### src/rtl/core/bsl_pkg.sv
// Shared constants, token result type and helper functions of the byte stream lexer.
package bsl_pkg;

  localparam int OFFSET_BITS   = 32;
  localparam int KEYWORD_BYTES = 8;
  localparam int KW_IDX_BITS   = $clog2(KEYWORD_BYTES);
  localparam int KW_COUNT      = 8;
  localparam int KW_MAX_LEN    = 8;

  typedef logic [OFFSET_BITS-1:0] offset_t;
  typedef logic [KEYWORD_BYTES-1:0][7:0] prefix_t;

  // token kinds
  localparam logic [5:0] K_PLUS   = 6'd0;
  localparam logic [5:0] K_MINUS  = 6'd1;
  localparam logic [5:0] K_STAR   = 6'd2;
  localparam logic [5:0] K_SLASH  = 6'd3;
  localparam logic [5:0] K_EQEQ   = 6'd4;
  localparam logic [5:0] K_EQ     = 6'd5;
  localparam logic [5:0] K_BANGEQ = 6'd6;
  localparam logic [5:0] K_LTEQ   = 6'd7;
  localparam logic [5:0] K_LT     = 6'd8;
  localparam logic [5:0] K_GTEQ   = 6'd9;
  localparam logic [5:0] K_GT     = 6'd10;
  localparam logic [5:0] K_ANDAND = 6'd11;
  localparam logic [5:0] K_AND    = 6'd12;
  localparam logic [5:0] K_OROR   = 6'd13;
  localparam logic [5:0] K_OR     = 6'd14;
  localparam logic [5:0] K_COLON  = 6'd15;
  localparam logic [5:0] K_COMMA  = 6'd16;
  localparam logic [5:0] K_LPAREN = 6'd17;
  localparam logic [5:0] K_RPAREN = 6'd18;
  localparam logic [5:0] K_LBRACE = 6'd19;
  localparam logic [5:0] K_RBRACE = 6'd20;
  localparam logic [5:0] K_SEMI   = 6'd21;
  localparam logic [5:0] K_EOF    = 6'd22;
  localparam logic [5:0] K_NUM    = 6'd23;
  localparam logic [5:0] K_KW0    = 6'd24;
  localparam logic [5:0] K_IDENT  = 6'd32;

  // error codes
  localparam logic [1:0] E_NONE     = 2'd0;
  localparam logic [1:0] E_BANG     = 2'd1;
  localparam logic [1:0] E_OVERFLOW = 2'd2;
  localparam logic [1:0] E_BYTE     = 2'd3;

  localparam logic [30:0] NUM_MAX = 31'h7FFF_FFFF;

  localparam logic [7:0] KW_CHARS [KW_COUNT][KW_MAX_LEN] = '{
    '{"t", "r", "u", "e", 8'h00, 8'h00, 8'h00, 8'h00},
    '{"f", "a", "l", "s", "e", 8'h00, 8'h00, 8'h00},
    '{"f", "u", "n", "c", "t", "i", "o", "n"},
    '{"l", "e", "t", 8'h00, 8'h00, 8'h00, 8'h00, 8'h00},
    '{"i", "f", 8'h00, 8'h00, 8'h00, 8'h00, 8'h00, 8'h00},
    '{"e", "l", "s", "e", 8'h00, 8'h00, 8'h00, 8'h00},
    '{"w", "h", "i", "l", "e", 8'h00, 8'h00, 8'h00},
    '{"r", "e", "t", "u", "r", "n", 8'h00, 8'h00}
  };
  localparam logic [3:0] KW_LEN [KW_COUNT] = '{
    4'd4, 4'd5, 4'd8, 4'd3, 4'd2, 4'd4, 4'd5, 4'd6
  };

  typedef struct packed {
    logic [5:0]  kind;
    logic [1:0]  error_code;
    logic [30:0] number_value;
    logic [31:0] line_number;
    logic [31:0] start_offset;
    logic [31:0] end_offset;
    logic        last_of_run;
  } token_t;

  function automatic offset_t off_inc(input offset_t v);
    return (&v) ? v : v + 1'b1;
  endfunction

  function automatic logic [31:0] off_out(input offset_t v);
    logic [63:0] w;
    w = 64'(v);
    return w[31:0];
  endfunction

  function automatic logic [5:0] word_kind(input prefix_t prefix, input logic [3:0] len);
    logic [5:0] kind;
    logic       same;
    kind = K_IDENT;
    for (int k = KW_COUNT - 1; k >= 0; k--) begin
      same = (len == KW_LEN[k]);
      for (int i = 0; i < KW_MAX_LEN; i++) begin
        if ((4'(i) < KW_LEN[k]) && (prefix[i] != KW_CHARS[k][i])) same = 1'b0;
      end
      if (same) kind = K_KW0 + 6'(k);
    end
    return kind;
  endfunction

  function automatic token_t make_token(input logic [5:0] kind, input logic [1:0] err,
                                        input logic [30:0] val, input logic [31:0] line,
                                        input offset_t s, input offset_t e);
    token_t t;
    t.kind         = kind;
    t.error_code   = err;
    t.number_value = val;
    t.line_number  = line;
    t.start_offset = off_out(s);
    t.end_offset   = off_out(e);
    t.last_of_run  = 1'b0;
    return t;
  endfunction

endpackage

### src/rtl/core/bsl_if.sv
// Byte and token channel interfaces of the byte stream lexer.
interface bsl_byte_if;
  logic       valid;
  logic       ready;
  logic [7:0] source_byte;

  modport source(output valid, output source_byte, input ready);
  modport sink(input valid, input source_byte, output ready);
endinterface

interface bsl_token_if;
  logic        valid;
  logic        ready;
  logic [5:0]  kind;
  logic [1:0]  error_code;
  logic [30:0] number_value;
  logic [31:0] line_number;
  logic [31:0] start_offset;
  logic [31:0] end_offset;
  logic        last_of_run;

  modport source(output valid, output kind, output error_code, output number_value,
                 output line_number, output start_offset, output end_offset,
                 output last_of_run, input ready);
  modport sink(input valid, input kind, input error_code, input number_value,
               input line_number, input start_offset, input end_offset,
               input last_of_run, output ready);
endinterface

### src/rtl/core/byte_stream_lexer_unit.sv
// Byte stream lexer top level: scanner state and token output queue.
//
// Takes one source byte per cycle and scans it against the current mode in a
// single pass; the zero, one or two tokens that the byte completes are written
// into a four-entry output queue and leave it in order on the token channel.
// A byte beat is taken whenever the queue has two free entries, so
// the block sustains one byte per cycle as long as the token side takes one
// token per cycle; a byte that completes two tokens adds one token to the
// queue backlog, which drains at one token per cycle. The last token caused by
// a byte carries last_of_run. A zero byte ends a source: it flushes any pending
// token, emits Eof and restarts line and offset counting.
module byte_stream_lexer_unit (
  input  logic             clk,
  input  logic             rst,
  bsl_byte_if.sink         bytes,
  bsl_token_if.source      tokens
);

  typedef enum logic [3:0] {
    MODE_IDLE, MODE_NUM, MODE_WORD, MODE_EQ, MODE_BANG,
    MODE_LT, MODE_GT, MODE_AMP, MODE_PIPE
  } mode_t;

  mode_t                mode, mode_next;
  logic [30:0]          acc, acc_next;
  logic                 ovf, ovf_next;
  bsl_pkg::prefix_t     prefix, prefix_next;
  logic [3:0]           wlen, wlen_next;
  logic [31:0]          line, line_next;
  bsl_pkg::offset_t     off, off_next;
  bsl_pkg::offset_t     tstart, tstart_next;

  bsl_pkg::token_t      r0, r1;
  logic                 v0, v1;

  logic [7:0]           b;
  logic                 accept;
  logic                 is_digit, is_alpha;
  logic [34:0]          num_sum;
  logic                 do_idle;
  bsl_pkg::offset_t     e_byte;
  logic [7:0]           pair_byte;
  logic [5:0]           pair_kind, lone_kind;

  bsl_pkg::token_t      queue [4];
  logic [1:0]           wr_ptr, rd_ptr;
  logic [2:0]           count;
  logic                 pop;
  logic [1:0]           n_push;
  bsl_pkg::token_t      push_a, push_b;

  assign b        = bytes.source_byte;
  assign accept   = bytes.valid && bytes.ready;
  assign is_digit = (b inside {[8'h30:8'h39]});
  assign is_alpha = (b inside {[8'h41:8'h5A], [8'h61:8'h7A]});
  assign num_sum  = 35'(acc) * 35'd10 + 35'(b[3:0]);
  assign e_byte   = bsl_pkg::off_inc(off);

  // second byte and kinds of the two-byte operators
  always_comb begin
    pair_byte = 8'h3D;
    pair_kind = bsl_pkg::K_EQEQ;
    lone_kind = bsl_pkg::K_EQ;
    case (mode)
      MODE_EQ: begin
        pair_kind = bsl_pkg::K_EQEQ;
        lone_kind = bsl_pkg::K_EQ;
      end
      MODE_BANG: begin
        pair_kind = bsl_pkg::K_BANGEQ;
        lone_kind = bsl_pkg::K_PLUS;
      end
      MODE_LT: begin
        pair_kind = bsl_pkg::K_LTEQ;
        lone_kind = bsl_pkg::K_LT;
      end
      MODE_GT: begin
        pair_kind = bsl_pkg::K_GTEQ;
        lone_kind = bsl_pkg::K_GT;
      end
      MODE_AMP: begin
        pair_byte = 8'h26;
        pair_kind = bsl_pkg::K_ANDAND;
        lone_kind = bsl_pkg::K_AND;
      end
      MODE_PIPE: begin
        pair_byte = 8'h7C;
        pair_kind = bsl_pkg::K_OROR;
        lone_kind = bsl_pkg::K_OR;
      end
      default: begin
        pair_byte = 8'h3D;
      end
    endcase
  end

  always_comb begin
    mode_next   = mode;
    acc_next    = acc;
    ovf_next    = ovf;
    prefix_next = prefix;
    wlen_next   = wlen;
    line_next   = line;
    off_next    = off;
    tstart_next = tstart;
    v0          = 1'b0;
    v1          = 1'b0;
    r0          = '0;
    r1          = '0;
    do_idle     = 1'b1;

    // flush or extend the pending token
    case (mode)
      MODE_NUM: begin
        if (is_digit) begin
          if (ovf || (num_sum > 35'(bsl_pkg::NUM_MAX))) ovf_next = 1'b1;
          else acc_next = num_sum[30:0];
          off_next = e_byte;
          do_idle  = 1'b0;
        end else begin
          v0 = 1'b1;
          if (ovf) begin
            r0 = bsl_pkg::make_token(bsl_pkg::K_NUM, bsl_pkg::E_OVERFLOW, 31'd0,
                                     line, tstart, off);
          end else begin
            r0 = bsl_pkg::make_token(bsl_pkg::K_NUM, bsl_pkg::E_NONE, acc,
                                     line, tstart, off);
          end
        end
      end
      MODE_WORD: begin
        if (is_digit || is_alpha) begin
          if ({1'b0, wlen} < 5'(bsl_pkg::KEYWORD_BYTES)) begin
            prefix_next[wlen[bsl_pkg::KW_IDX_BITS-1:0]] = b;
          end
          if (wlen != 4'hF) wlen_next = wlen + 4'd1;
          off_next = e_byte;
          do_idle  = 1'b0;
        end else begin
          v0 = 1'b1;
          r0 = bsl_pkg::make_token(bsl_pkg::word_kind(prefix, wlen), bsl_pkg::E_NONE,
                                   31'd0, line, tstart, off);
        end
      end
      MODE_EQ, MODE_BANG, MODE_LT, MODE_GT, MODE_AMP, MODE_PIPE: begin
        v0 = 1'b1;
        if (b == pair_byte) begin
          r0 = bsl_pkg::make_token(pair_kind, bsl_pkg::E_NONE, 31'd0, line, tstart, e_byte);
          off_next  = e_byte;
          mode_next = MODE_IDLE;
          do_idle   = 1'b0;
        end else if (mode == MODE_BANG) begin
          r0 = bsl_pkg::make_token(bsl_pkg::K_PLUS, bsl_pkg::E_BANG, 31'd0, line, tstart, off);
        end else begin
          r0 = bsl_pkg::make_token(lone_kind, bsl_pkg::E_NONE, 31'd0, line, tstart, off);
        end
      end
      default: begin
        do_idle = 1'b1;
      end
    endcase

    // scan the byte from idle
    if (do_idle) begin
      mode_next = MODE_IDLE;
      off_next  = e_byte;
      r1 = bsl_pkg::make_token(bsl_pkg::K_PLUS, bsl_pkg::E_NONE, 31'd0, line, off, e_byte);
      case (b)
        8'h00: begin
          v1        = 1'b1;
          r1.kind   = bsl_pkg::K_EOF;
          line_next = 32'd1;
          off_next  = '0;
        end
        8'h2B: begin v1 = 1'b1; r1.kind = bsl_pkg::K_PLUS;   end
        8'h2D: begin v1 = 1'b1; r1.kind = bsl_pkg::K_MINUS;  end
        8'h2A: begin v1 = 1'b1; r1.kind = bsl_pkg::K_STAR;   end
        8'h2F: begin v1 = 1'b1; r1.kind = bsl_pkg::K_SLASH;  end
        8'h3A: begin v1 = 1'b1; r1.kind = bsl_pkg::K_COLON;  end
        8'h2C: begin v1 = 1'b1; r1.kind = bsl_pkg::K_COMMA;  end
        8'h28: begin v1 = 1'b1; r1.kind = bsl_pkg::K_LPAREN; end
        8'h29: begin v1 = 1'b1; r1.kind = bsl_pkg::K_RPAREN; end
        8'h7B: begin v1 = 1'b1; r1.kind = bsl_pkg::K_LBRACE; end
        8'h7D: begin v1 = 1'b1; r1.kind = bsl_pkg::K_RBRACE; end
        8'h3B: begin v1 = 1'b1; r1.kind = bsl_pkg::K_SEMI;   end
        8'h3D: mode_next = MODE_EQ;
        8'h21: mode_next = MODE_BANG;
        8'h3C: mode_next = MODE_LT;
        8'h3E: mode_next = MODE_GT;
        8'h26: mode_next = MODE_AMP;
        8'h7C: mode_next = MODE_PIPE;
        default: begin
          if (b inside {8'h20, [8'h09:8'h0D]}) begin
            if ((b == 8'h0A) && (line != 32'hFFFF_FFFF)) line_next = line + 32'd1;
          end else if (is_digit) begin
            mode_next = MODE_NUM;
            acc_next  = 31'(b[3:0]);
            ovf_next  = 1'b0;
          end else if (is_alpha) begin
            mode_next   = MODE_WORD;
            prefix_next = '0;
            prefix_next[0] = b;
            wlen_next   = 4'd1;
          end else begin
            v1 = 1'b1;
            r1.error_code = bsl_pkg::E_BYTE;
          end
        end
      endcase
      if (mode_next != MODE_IDLE) tstart_next = off;
    end

    r0.last_of_run = !v1;
    r1.last_of_run = 1'b1;
  end

  always_ff @(posedge clk) begin
    if (rst) begin
      mode   <= MODE_IDLE;
      acc    <= '0;
      ovf    <= 1'b0;
      prefix <= '0;
      wlen   <= '0;
      line   <= 32'd1;
      off    <= '0;
      tstart <= '0;
    end else if (accept) begin
      mode   <= mode_next;
      acc    <= acc_next;
      ovf    <= ovf_next;
      prefix <= prefix_next;
      wlen   <= wlen_next;
      line   <= line_next;
      off    <= off_next;
      tstart <= tstart_next;
    end
  end

  // output queue: up to two pushes and one pop per cycle
  assign pop         = tokens.valid && tokens.ready;
  assign bytes.ready = (count <= 3'd2);
  assign n_push      = accept ? (2'(v0) + 2'(v1)) : 2'd0;
  assign push_a      = v0 ? r0 : r1;
  assign push_b      = r1;

  always_ff @(posedge clk) begin
    if (n_push != 2'd0) queue[wr_ptr] <= push_a;
    if (n_push == 2'd2) queue[wr_ptr + 2'd1] <= push_b;
  end

  always_ff @(posedge clk) begin
    if (rst) begin
      wr_ptr <= '0;
      rd_ptr <= '0;
      count  <= '0;
    end else begin
      wr_ptr <= wr_ptr + n_push;
      if (pop) rd_ptr <= rd_ptr + 2'd1;
      count <= count + 3'(n_push) - 3'(pop);
    end
  end

  assign tokens.valid        = (count != 3'd0);
  assign tokens.kind         = queue[rd_ptr].kind;
  assign tokens.error_code   = queue[rd_ptr].error_code;
  assign tokens.number_value = queue[rd_ptr].number_value;
  assign tokens.line_number  = queue[rd_ptr].line_number;
  assign tokens.start_offset = queue[rd_ptr].start_offset;
  assign tokens.end_offset   = queue[rd_ptr].end_offset;
  assign tokens.last_of_run  = queue[rd_ptr].last_of_run;

endmodule

### src/flat_wrapper.sv
// flat-port wrapper written by rule: the top's interface ports become plain ports
module byte_stream_lexer_unit_flat 
  (clk, rst, bytes_valid, bytes_source_byte, bytes_ready, tokens_valid, tokens_kind, tokens_error_code, tokens_number_value, tokens_line_number, tokens_start_offset, tokens_end_offset, tokens_last_of_run, tokens_ready);
  bsl_byte_if bytes_i ();
  bsl_token_if tokens_i ();
  input  logic clk;
  input  logic rst;
  input wire logic [$bits(bytes_i.valid)-1:0] bytes_valid;
  input wire logic [$bits(bytes_i.source_byte)-1:0] bytes_source_byte;
  output wire logic [$bits(bytes_i.ready)-1:0] bytes_ready;
  output wire logic [$bits(tokens_i.valid)-1:0] tokens_valid;
  output wire logic [$bits(tokens_i.kind)-1:0] tokens_kind;
  output wire logic [$bits(tokens_i.error_code)-1:0] tokens_error_code;
  output wire logic [$bits(tokens_i.number_value)-1:0] tokens_number_value;
  output wire logic [$bits(tokens_i.line_number)-1:0] tokens_line_number;
  output wire logic [$bits(tokens_i.start_offset)-1:0] tokens_start_offset;
  output wire logic [$bits(tokens_i.end_offset)-1:0] tokens_end_offset;
  output wire logic [$bits(tokens_i.last_of_run)-1:0] tokens_last_of_run;
  input wire logic [$bits(tokens_i.ready)-1:0] tokens_ready;
  assign bytes_i.valid = bytes_valid;
  assign bytes_i.source_byte = bytes_source_byte;
  assign bytes_ready = bytes_i.ready;
  assign tokens_valid = tokens_i.valid;
  assign tokens_kind = tokens_i.kind;
  assign tokens_error_code = tokens_i.error_code;
  assign tokens_number_value = tokens_i.number_value;
  assign tokens_line_number = tokens_i.line_number;
  assign tokens_start_offset = tokens_i.start_offset;
  assign tokens_end_offset = tokens_i.end_offset;
  assign tokens_last_of_run = tokens_i.last_of_run;
  assign tokens_i.ready = tokens_ready;
  byte_stream_lexer_unit u_core (.clk(clk), .rst(rst), .bytes(bytes_i), .tokens(tokens_i));
endmodule
### config.mk
export PLATFORM = sky130hd
export DESIGN_NAME = byte_stream_lexer_unit_flat
export DESIGN_NICKNAME = d
export VERILOG_FILES = /design/src/rtl/core/bsl_pkg.sv /design/src/rtl/core/bsl_if.sv /design/src/rtl/core/byte_stream_lexer_unit.sv /design/src/flat_wrapper.sv
export SDC_FILE = /design/constraint.sdc
export NUM_CORES = 2
export LEC_CHECK = 0
export BUFFER_PORTS_ARGS = -buffer_cell sky130_fd_sc_hd__clkbuf_2
export CELL_PAD_IN_SITES_DETAIL_PLACEMENT = 0
export CELL_PAD_IN_SITES_GLOBAL_PLACEMENT = 1
export CORE_ASPECT_RATIO = 0.7
export CORE_MARGIN = 5
export CORE_UTILIZATION = 40
export DETAILED_ROUTE_END_ITERATION = 10
export HOLD_SLACK_MARGIN = 0.02
export PLACE_DENSITY_LB_ADDON = 0.08
export SYNTH_ARGS = -nofsm -noshare
export SYNTH_HDL_FRONTEND = slang
export SYNTH_SLANG_ARGS = --single-unit
### constraint.sdc
create_clock -name clk -period 12.9 [get_ports clk]
set_input_delay 0.645 -clock clk [delete_from_list [all_inputs] [get_ports clk]]
set_output_delay 0.645 -clock clk [all_outputs]
set_load 0.01 [all_outputs]
==> impl_metrics.sql <==
INSERT INTO impl_metrics (metric_group, metric, value, unit) VALUES
('run_status', 'outcome', 'complete, no violations', ''),
('timing', 'fin_setup_tns', '0', 'ns'),
('grt', 'grt_start_max_net_pins', '80', ''),
('synth', 'synth_edf_count', '412', ''),
('drt', 'final_wirelength', '116.3', 'mm'),
('synth', 'warnings_synthesis', '0', ''),
('synth', 'asyncSetResetFlopFracSynth', '0', '%'),
('synth', 'post-synth-top-area-fraction', '33.43', '%'),
('critical_path', 'worst_r2r_path_depth', '12', ''),
('clocking', 'cts_made_buffers', '79', ''),
('clocking', 'cts.repair_timing.setup_buffer_count', '0', ''),
('clocking', 'clkTransAtPathRegs', '0.06', 'ns'),
('synth', 'yosys.cell_types.count', '90', ''),
('clocking', 'postCtsResizedCells', '0', ''),
('final_layout', 'signed_area_change_from_the_synthesized_netlist_to_the_final_layout', '11.89', '%'),
('timing', 'worst_slack', '6.486', 'ns'),
('synth', 'yosys-top-cells-area', 'edfxtp_1 (33%), dfxtp_1 (18%), mux4_2 (8.3%)', ''),
('timing', 'period_needed', '6.414', 'ns'),
('grt', 'leftover_overflow_at_the_end_of_global_routing', '0', ''),
('drt', 'antenna_violating_nets_post_route', '0', ''),
('placed_design', 'buffers_on_ports', '149', ''),
('placed_design', 'hpwlAfterDp', '73.64', 'mm'),
('floorplanning', 'core-area', '0.09193', 'mm2'),
('final_layout', 'drive_gt1_share', '14.92', '%'),
('hold_path', 'min_to', 'u_core.prefix[5]$_SDFFE_PP0P_', ''),
('grt', 'grt-busiest-layer', 'met2', ''),
('synth', 'synth_top_flop_cell', 'edfxtp_1', ''),
('timing', 'max_freq', '0.1559', 'GHz'),
('timing', 'final_setup_viols', '0', ''),
('timing', 'rsz0062_at_grt', 'no', ''),
('critical_path', 'critical_path.startpoint_type', 'primary input', ''),
('placed_design', 'gp_congestion', '0.8325', ''),
('grt', 'grt_first_pass_wirelength', '175.5', 'mm'),
('grt', 'initial_antenna_violation_count', '0', ''),
('synth', 'synth_largest_area_cell', 'edfxtp_1', ''),
('grt', 'first_global_vias', '27520', ''),
('final_layout', 'postLayoutCellArea', '0.04141', 'mm2'),
('timing', 'drv_slew', '0', ''),
('floorplanning', 'fp-row-count', '93', ''),
('critical_path', 'setup.reg_to_reg.worst_slack', '6.79', 'ns'),
('critical_path', 'cp_max_fo', '58', ''),
('timing', 'whs', '0.3587', 'ns'),
('synth', 'syn_area_per_cell', '10.98', 'um2'),
('job', 'max-cap-violations', '0', ''),
('floorplanning', 'die_area', '0.09881', 'mm2'),
('synth', 'syn_area', '0.03701', 'mm2'),
('critical_path', 'worstReg2RegEnd', 'u_core.queue[0][68]$_DFFE_PP_', ''),
('drt', 'via_cell_ratio', '5.965', ''),
('timing', 'clock_skew', '0.02692', 'ns'),
('synth', 'ys_ff_latch', '753', ''),
('hold_path', 'min-delay-path-class', 'in2reg', ''),
('clocking', 'htree_levels', '3', ''),
('critical_path', 'critPathLaunch', 'bytes_source_byte[4]', ''),
('power_and_ir_drop', 'p_leak', '14.08', 'nW'),
('final_layout', 'multi_input_area', '0.01675', 'mm2'),
('grt', 'gr-usage-met3', '4.622', '%'),
('critical_path', 'setup.worst_path.class', 'in2reg', ''),
('clocking', 'worst_skew_pair.late_latency', '0.67', 'ns'),
('clocking', 'clkSinkCount', '753', ''),
('drt', 'num_vias', '27920', ''),
('drt', 'drc_errors', '0', ''),
('final_layout', 'seq_area', '0.01921', 'mm2'),
('grt', 'globalRouteMet1Util', '33.76', '%'),
('drt', 'route.detailed.wl_per_inst', '24.84', 'um'),
('hold_path', 'hold_path_startpoint', 'rst', ''),
('final_layout', 'nets', '3468', ''),
('clocking', 'tritoncts', 'done', ''),
('power_and_ir_drop', 'power_density', '153.5', 'mW/mm2'),
('floorplanning', 'ios', '150', ''),
('critical_path', 'worstReg2RegStart', 'u_core.mode[0]$_SDFFE_PP0P_', ''),
('drt', 'first_pass_detailed_route_iteration_total', '6', '');
cell usage after synthesis, types with 5 or more instances:
cell type,n
and4_1,17
and3_1,31
nor2b_1,21
xnor2_1,54
nand3b_1,9
ha_1,72
o21ai_1,6
nor3_1,62
a31oi_1,75
or3_1,17
a22o_1,253
mux4_2,136
a21oi_1,147
nand2_1,293
clkbuf_1,216
nor2_1,236
o221ai_1,5
xor2_1,44
nand3_1,133
buf_2,18
mux2i_1,43
o31ai_1,9
and3b_1,5
or2_2,6
nand4_1,30
edfxtp_1,412
and2_1,148
buf_1,39
o21a_1,12
nand4b_1,6
o2bb2ai_1,6
o21ai_0,222
nand2b_1,20
nor4_1,22
inv_1,33
nor3b_1,11
a21o_1,9
a22oi_1,5
o211ai_1,5
o22ai_1,54
dfxtp_1,341
area by class of cell:
cell class | instances | area share, %
tap | 1235 | 3.731
sequential | 753 | 46.37
inverter | 34 | 0.3202
multi-input combinational | 2306 | 40.45
timing repair buffer | 207 | 2.858
clock inverter | 30 | 0.8429
clock buffer | 116 | 5.426
worst max-delay path by stage:
stage,endpoint,slack (ns),cells past startpoint
after global placement,u_core.queue[0][75]$_DFFE_PP_,5.86,14
after floorplan,u_core.queue[2][10]$_DFFE_PP_,6.09,16
after detailed placement,u_core.queue[0][81]$_DFFE_PP_,5.74,14
final,u_core.queue[0][68]$_DFFE_PP_,6.49,14
after CTS,u_core.queue[0][3]$_DFFE_PP_,6.48,14
after global routing,u_core.queue[0][68]$_DFFE_PP_,5.99,13
critical path, cell delays in order:
cell and delay [ns]:
clkbuf_2 0.36, nand2_1 0.29, nor2_1 0.09, a2111oi_2 0.61
o21ai_0 0.23, a31oi_1 0.78, inv_1 0.25, ha_1 0.52
o21ai_1 0.49, nor3_2 0.06, buf_4 0.23, nor2_4 0.89
inv_4 0.63, buf_4 0.58
state kept, by name, indices dropped and copies added, names as in the netlist, named ones only:
signal and cells:
u_core.acc 31, u_core.count 3, u_core.line 32, u_core.mode 4, u_core.off 32, u_core.ovf 1
u_core.prefix 64, u_core.queue 544, u_core.rd_ptr 2, u_core.tstart 32, u_core.wlen 4, u_core.wr_ptr 2
metrics by stage:
stage	utilization, %	power [W]
after floorplan	-	0.003562
after global placement	42.23	0.004093
after detailed placement	42.23	0.004106
after CTS	45.05	0.006439
after global routing	45.05	0.006618
final	45.05	0.006358
cells by family after synthesis:
kind of cell	after synthesis	synth area share (%)
muxes	180	9.469
buffers and inverters	311	3.276
AOI/OAI and AO/OA	860	15.69
DFF	753	51.87
xor gates and xnor gates	98	2.319
and+or+nand+nor	1093	14.78
adders and majority gates	75	2.596
routing by layer:
layer | vias to the layer above | share of wire (%) | wire (um)
met3 | 129 | 6.6 | 7718
met5 | - | 0 | 0
met4 | 0 | 1.7 | 1946
met2 | 882 | 45 | 51980
met1 | 14160 | 47 | 54620
li1 | 12750 | - | -
report_power, final:
part / switching (W) / internal, W
Sequential: 0.0000817 / 0.00268
Clock: 0.000998 / 0.00134
Combinational: 0.000798 / 0.000463
cells in the final DEF (no fill, tap or decap), types with 58 or more instances in the layout:
cell / synthesis / final
ha_1: 72 / 72
edfxtp_1: 412 / 412
a31oi_1: 75 / 75
a22o_1: 253 / 253
nand2_1: 293 / 290
nor3_1: 62 / 58
mux4_2: 136 / 136
nand3_1: 133 / 133
and2_1: 148 / 149
buf_4: 2 / 59
clkbuf_16: 0 / 80
dfxtp_1: 341 / 339
o21ai_0: 222 / 219
clkbuf_2: 0 / 148
nor2_1: 236 / 229
a21oi_1: 147 / 147
(Power assumes the default switching activity.)
